**config.mk**
```make
export PLATFORM = sky130hd
export DESIGN_NAME = bcmp_temp
export DESIGN_NICKNAME = d
export VERILOG_FILES = /design/src/sv/bcmp_pkg.sv /design/src/sv/bcmp_temp.sv
export SDC_FILE = /design/constraint.sdc
export NUM_CORES = 2
export LEC_CHECK = 0
export ABC_CLOCK_PERIOD_IN_PS = 10300
export BUFFER_PORTS_ARGS = -buffer_cell sky130_fd_sc_hd__buf_4
export CAP_MARGIN = 20
export CORE_ASPECT_RATIO = 1.1
export CORE_MARGIN = 2
export CORE_UTILIZATION = 50
export CTS_BUF_LIST = sky130_fd_sc_hd__clkbuf_16
export CTS_CLUSTER_DIAMETER = 150
export CTS_CLUSTER_SIZE = 28
export DETAILED_ROUTE_END_ITERATION = 10
export PLACE_DENSITY = 0.7
export SYNTH_ARGS = -nofsm -noshare
export SYNTH_HDL_FRONTEND = slang
export SYNTH_SLANG_ARGS = --single-unit
```
**constraint.sdc**
```tcl
create_clock -name clock -period 10.3 [get_ports clock]
set_input_delay 2.06 -clock clock [delete_from_list [all_inputs] [get_ports clock]]
set_output_delay 2.06 -clock clock [all_outputs]
set_load 0.005 [all_outputs]
```
**src/sv/bcmp_pkg.sv**
```systemverilog
`default_nettype none
// ----------------------------------------------------------------------------
// bcmp_pkg
// Shared types and constants of the barometer compensation pipeline.
// ----------------------------------------------------------------------------
package bcmp_pkg;

   // register map of the calibration port
   typedef enum logic [7:0] {
      REG_TEMP_CAL   = 8'd0,
      REG_PRESS_LOW  = 8'd1,
      REG_PRESS_HIGH = 8'd2,
      REG_PRESS_NINE = 8'd3
   } csr_index_type;

   // temperature calibration word, t1 in the low bits
   typedef struct packed {
      logic signed [15:0] t3;
      logic signed [15:0] t2;
      logic        [15:0] t1;
   } temp_cal_type;

   // pressure calibration words, p1 in the low bits
   typedef struct packed {
      logic signed [15:0] p9;
      logic signed [15:0] p8;
      logic signed [15:0] p7;
      logic signed [15:0] p6;
      logic signed [15:0] p5;
      logic signed [15:0] p4;
      logic signed [15:0] p3;
      logic signed [15:0] p2;
      logic        [15:0] p1;
   } press_cal_type;

   // data carried alongside the pressure path
   typedef struct packed {
      logic [31:0] centi;
      logic        zero;
   } side_type;

   localparam logic signed [32:0] FINE_OFFSET = 33'sd128000;
   localparam logic        [31:0] CENTI_ROUND = 32'd128;
   localparam logic        [20:0] PRESS_BASE  = 21'd1048576;
   localparam logic        [11:0] PRESS_SCALE = 12'd3125;
   localparam int unsigned        QUO_BITS    = 64;
   localparam int unsigned        DEN_BITS    = 31;

endpackage
`default_nettype wire

```
**src/sv/bcmp_temp.sv**
```systemverilog
`default_nettype none
// ----------------------------------------------------------------------------
// bcmp_temp
// Four-stage temperature path: fine temperature, centi-degrees and the
// offset fine value that seeds the pressure path.
// ----------------------------------------------------------------------------
module bcmp_temp
   import bcmp_pkg::*;
(
   input  wire logic               clock,
   input  wire logic               reset,
   input  wire logic               advance,
   input  wire logic               in_valid,
   input  wire logic [19:0]        raw_t,
   input  wire logic [19:0]        raw_p,
   input  wire temp_cal_type       tcal,
   output logic                    out_valid,
   output logic [31:0]             centi,
   output logic signed [32:0]      v1,
   output logic [19:0]             raw_p_out
);

   logic [3:0]         valid_ff;
   logic [19:0]        rp_a_ff, rp_b_ff, rp_c_ff, rp_d_ff;
   logic [31:0]        m1_ff, dd_ff, e1_ff, m2_ff, fine_ff, centi_ff;
   logic signed [32:0] v1_ff;

   // stage a: first-order and square products
   logic signed [18:0] a_diff;
   logic signed [16:0] a_d;
   logic signed [34:0] a_m1;
   logic signed [33:0] a_dd;
   assign a_diff = $signed({2'b00, raw_t[19:3]}) - $signed({2'b00, tcal.t1, 1'b0});
   assign a_d    = $signed({1'b0, raw_t[19:4]}) - $signed({1'b0, tcal.t1});
   assign a_m1   = a_diff * $signed(tcal.t2);
   assign a_dd   = a_d * a_d;

   // stage b: scale and second-order product
   logic signed [31:0] b_e1, b_x;
   logic signed [47:0] b_m2;
   assign b_e1 = $signed(m1_ff) >>> 11;
   assign b_x  = $signed(dd_ff) >>> 12;
   assign b_m2 = b_x * $signed(tcal.t3);

   // stage c: fine temperature
   logic signed [31:0] c_e2;
   logic [31:0]        c_fine;
   assign c_e2   = $signed(m2_ff) >>> 14;
   assign c_fine = e1_ff + c_e2;

   // stage d: centi-degrees and pressure seed
   logic [31:0]        d_sum;
   logic signed [31:0] d_centi;
   logic signed [32:0] d_v1;
   assign d_sum   = fine_ff + {fine_ff[29:0], 2'b00} + CENTI_ROUND;
   assign d_centi = $signed(d_sum) >>> 8;
   assign d_v1    = $signed({fine_ff[31], fine_ff}) - FINE_OFFSET;

   always_ff @(posedge clock) begin
      if (reset) begin
         valid_ff <= '0;
      end else if (advance) begin
         valid_ff <= {valid_ff[2:0], in_valid};
      end
   end

   always_ff @(posedge clock) begin
      if (advance) begin
         m1_ff    <= a_m1[31:0];
         dd_ff    <= a_dd[31:0];
         rp_a_ff  <= raw_p;
         e1_ff    <= b_e1;
         m2_ff    <= b_m2[31:0];
         rp_b_ff  <= rp_a_ff;
         fine_ff  <= c_fine;
         rp_c_ff  <= rp_b_ff;
         centi_ff <= d_centi;
         v1_ff    <= d_v1;
         rp_d_ff  <= rp_c_ff;
      end
   end

   assign out_valid = valid_ff[3];
   assign centi     = centi_ff;
   assign v1        = v1_ff;
   assign raw_p_out = rp_d_ff;

endmodule
`default_nettype wire

```
==> results.txt <==
Worst-Margin Slew: 0.942 ns
Met2 Usage GRT: 0.393
CP max-delay cell: fa_1
Commonest non-fill, non-tap cells in the layout: inv_1, fa_1, nand2_1
Worst hold start: m1_ff[24]
Layout cell share with drive strength beyond 1: 0.0818
Antenna violations before repair: 3
Cell taking the most area after synthesis: fa_1
Core area: 77,500 µm²
DR vias: 26,000
Area Overhead vs Synth: 8.28%
Synth Warn #: 0
CP endpoint kind: register
Tcrit/Tclk final: 0.963
RSZ-0062 raised after global routing: false
HPWL after DPL: 71,000 µm
Min Hold Slack: 0.416 ns
Die Y: 298 µm
R2R Path End: m2_ff[30]
Met3 usage: 0.0202
Clock buffer count from CTS: 12
TritonCTS clock tree: built
CP max stage delay: 0.55 ns
Critical setup path kind: input pin to register
Relative slew margins: 0.372
Commonest non-fill, non-tap cell in the layout: inv_1
WL/cell: 16.9 µm
Wirelength, routed: 85,300 µm
Worst Hold Path EP: e1_ff[13]
R2R Path Start: dd_ff[18]
RePlAce Congestion: 0.858
Share of the synthesized area in the top cell type: 0.416
Clock Pin Slew Worst Setup and Hold Paths: 0.10 ns
DR vias/cell: 5.14
Root Driver: clkbuf_16
Drt drc: 0
Met1 GRT Util: 0.282
Most used cell, CP: inv_1
Syn nets: 5,074
Final Max Tran Viols: 0
Mapped Area: 39,200 µm²
Global Route Usage Sum: 0.219
Final hold vios: 0
Synth Register Bits: 233
WHS Path Cells: 0
DP Area: 42,100 µm²
Syn_area_per_cell: 10.1 µm²
WP buf/inv: 11
Clk_skew: 0.0131 ns
Clk Latency, worst-skew pair: 0.49 ns
Status: completed
H-tree depth: 1
CP top delay family: adder cells
Die width: 271 µm
DRT Pass-1 Iters: 6
Vias in the first global route: 28,100
Remaining antenna violation count: 0
Final setup violation count: 0
Remaining Overflow, GRT: 0
Tmin final: 9.92 ns
CP Max Fanout: 10
Gr busiest metal: met2
First-pass GRT wire length: 142,000 µm
Post-synthesis cell count: 3,868
Initial core utilization: 0.506
FFs w/ async S/R, synth: 0
EDFF count, synth: 229
Final design utilization: 0.548
Buffers on Ports: 174
Register area share after synthesis: 0.177
I/O Pins: 178
Row count: 107
HP Class: register to register
Num Clock Sinks: 233
CP Launch Type: input pin
Layout net count: 5,227
Max-cap violation count: 0
Top FF cell, synth: edfxtp_1
Internal reg-to-reg setup slack: 3.11 ns
DR iter-0 viols: 1,464
CTS Buffer Depth: 3
Largest net degree at the start of global routing: 111
Setup bufs post-CTS: 0
WP data arrival: 10.13 ns
FMAX: 101 MHz
Synth area leaders: fa_1, edfxtp_1, ha_1, inv_1, nand2_1
Yosys cell types: 78
Final Instance Area: 42,500 µm²
Die area: 80,700 µm²
WP data required: 10.52 ns
R2R depth: 21
Fin Setup TNS: 0 ns
## state kept, by name, indices dropped and copies added (netlist names), 21 cells and up
| signal | cells |
|---|---|
| centi | 24 |
| v1 | 23 |
| fine_ff | 22 |
| e1_ff | 21 |
| m1_ff | 21 |
## repair_timing
| action | 4_1_cts | 5_1_grt |
|---|---|---|
| setup endpoints to repair | 0 | 1 |
| hold buffers | 0 | 0 |
| hold endpoints to repair | 0 | 0 |
| resized for setup | 0 | 3 |
## layout make-up
class	count	area [µm²]
Multi-Input combinational cell	2519	28100
Antenna cell	1	2.50
Tap cell	1035	1290
Clock buffer	12	300
Timing Repair Buffer	280	2160
Clock inverter	4	43.8
Sequential cell	233	6960
Inverter	975	3660
Fill cell	6758	35000
## stage by stage
| step | setup slack, ns | cells |
|---|---|---|
| floorplan | 0.437 | 3868 |
| global placement | 0.0284 | 5042 |
| detailed placement | -0.149 | 5042 |
| CTS | 0.383 | 5058 |
| global route | 0.0641 | 5059 |
| finish | 0.384 | 5059 |
## worst max-delay path by stage
stage,start,to,slack [ns],cells after the start
finish,tcal[1],m1_ff[31],0.38,35
floorplan,tcal[1],m1_ff[31],0.44,33
detailed placement,raw_t[4],m1_ff[31],-0.15,32
CTS,raw_t[4],m1_ff[31],0.38,32
global route,tcal[1],m1_ff[31],0.06,35
global placement,raw_t[4],m1_ff[31],0.03,32
## worst register-to-register path, delay by kind of cell (launching register included)
kind,cells,cell delay (ns)
AND/OR/NAND/NOR,3,0.72
XOR/XNOR,1,0.32
flip-flops,1,0.75
AO/OA/AOI/OAI,5,1.80
adder cells (fa/ha/maj),7,2.97
buffers and inverters,5,0.38
## synth_stat cells (4+ instances only)
cell type / instances
a21boi_0: 5
nand2_1: 461
fa_1: 816
nand4_1: 8
mux2i_1: 4
a311oi_1: 4
a41oi_1: 7
a31o_2: 4
clkinv_1: 8
nand3_1: 23
o21ai_0: 39
nor2b_1: 25
xor2_1: 43
clkbuf_1: 113
buf_1: 4
inv_1: 966
a31oi_1: 8
buf_4: 18
edfxtp_1: 229
xnor2_1: 127
a21o_1: 28
o21a_1: 15
a21oi_1: 61
a211oi_1: 14
o31ai_1: 4
and2_1: 215
or2_2: 4
o2111ai_1: 4
dfxtp_1: 4
nor3_1: 27
buf_2: 5
and4_1: 5
o211ai_1: 5
nor2_1: 139
o21bai_1: 10
or3_1: 7
ha_1: 298
and3_1: 18
nand2b_1: 37
## metal layers
layer  routed length [µm]  vias up  part of all wire
li1                     -    11900                 -
met1                34700    13400              0.41
met2                44100      632              0.52
met3                 3800      151             0.045
met4                 2690        0             0.032
met5                    0        -                 0
## kinds of logic (layout without fill, tap and decap cells)
kind of cell	count (synthesis)	count (layout)	synth area share
flip-flops	233	233	0.177
AO/OA/AOI/OAI	249	249	0.0453
buffers and inverters	1116	1271	0.109
adder cells (fa/ha/maj)	1114	1114	0.511
AND/OR/NAND/NOR	979	979	0.117
XOR/XNOR	172	172	0.0389
multiplexers	5	5	0.00131
other	0	1	0
Power is not shown: default switching activity piles up to over one toggle a cycle in this logic, so the estimate is an artifact.
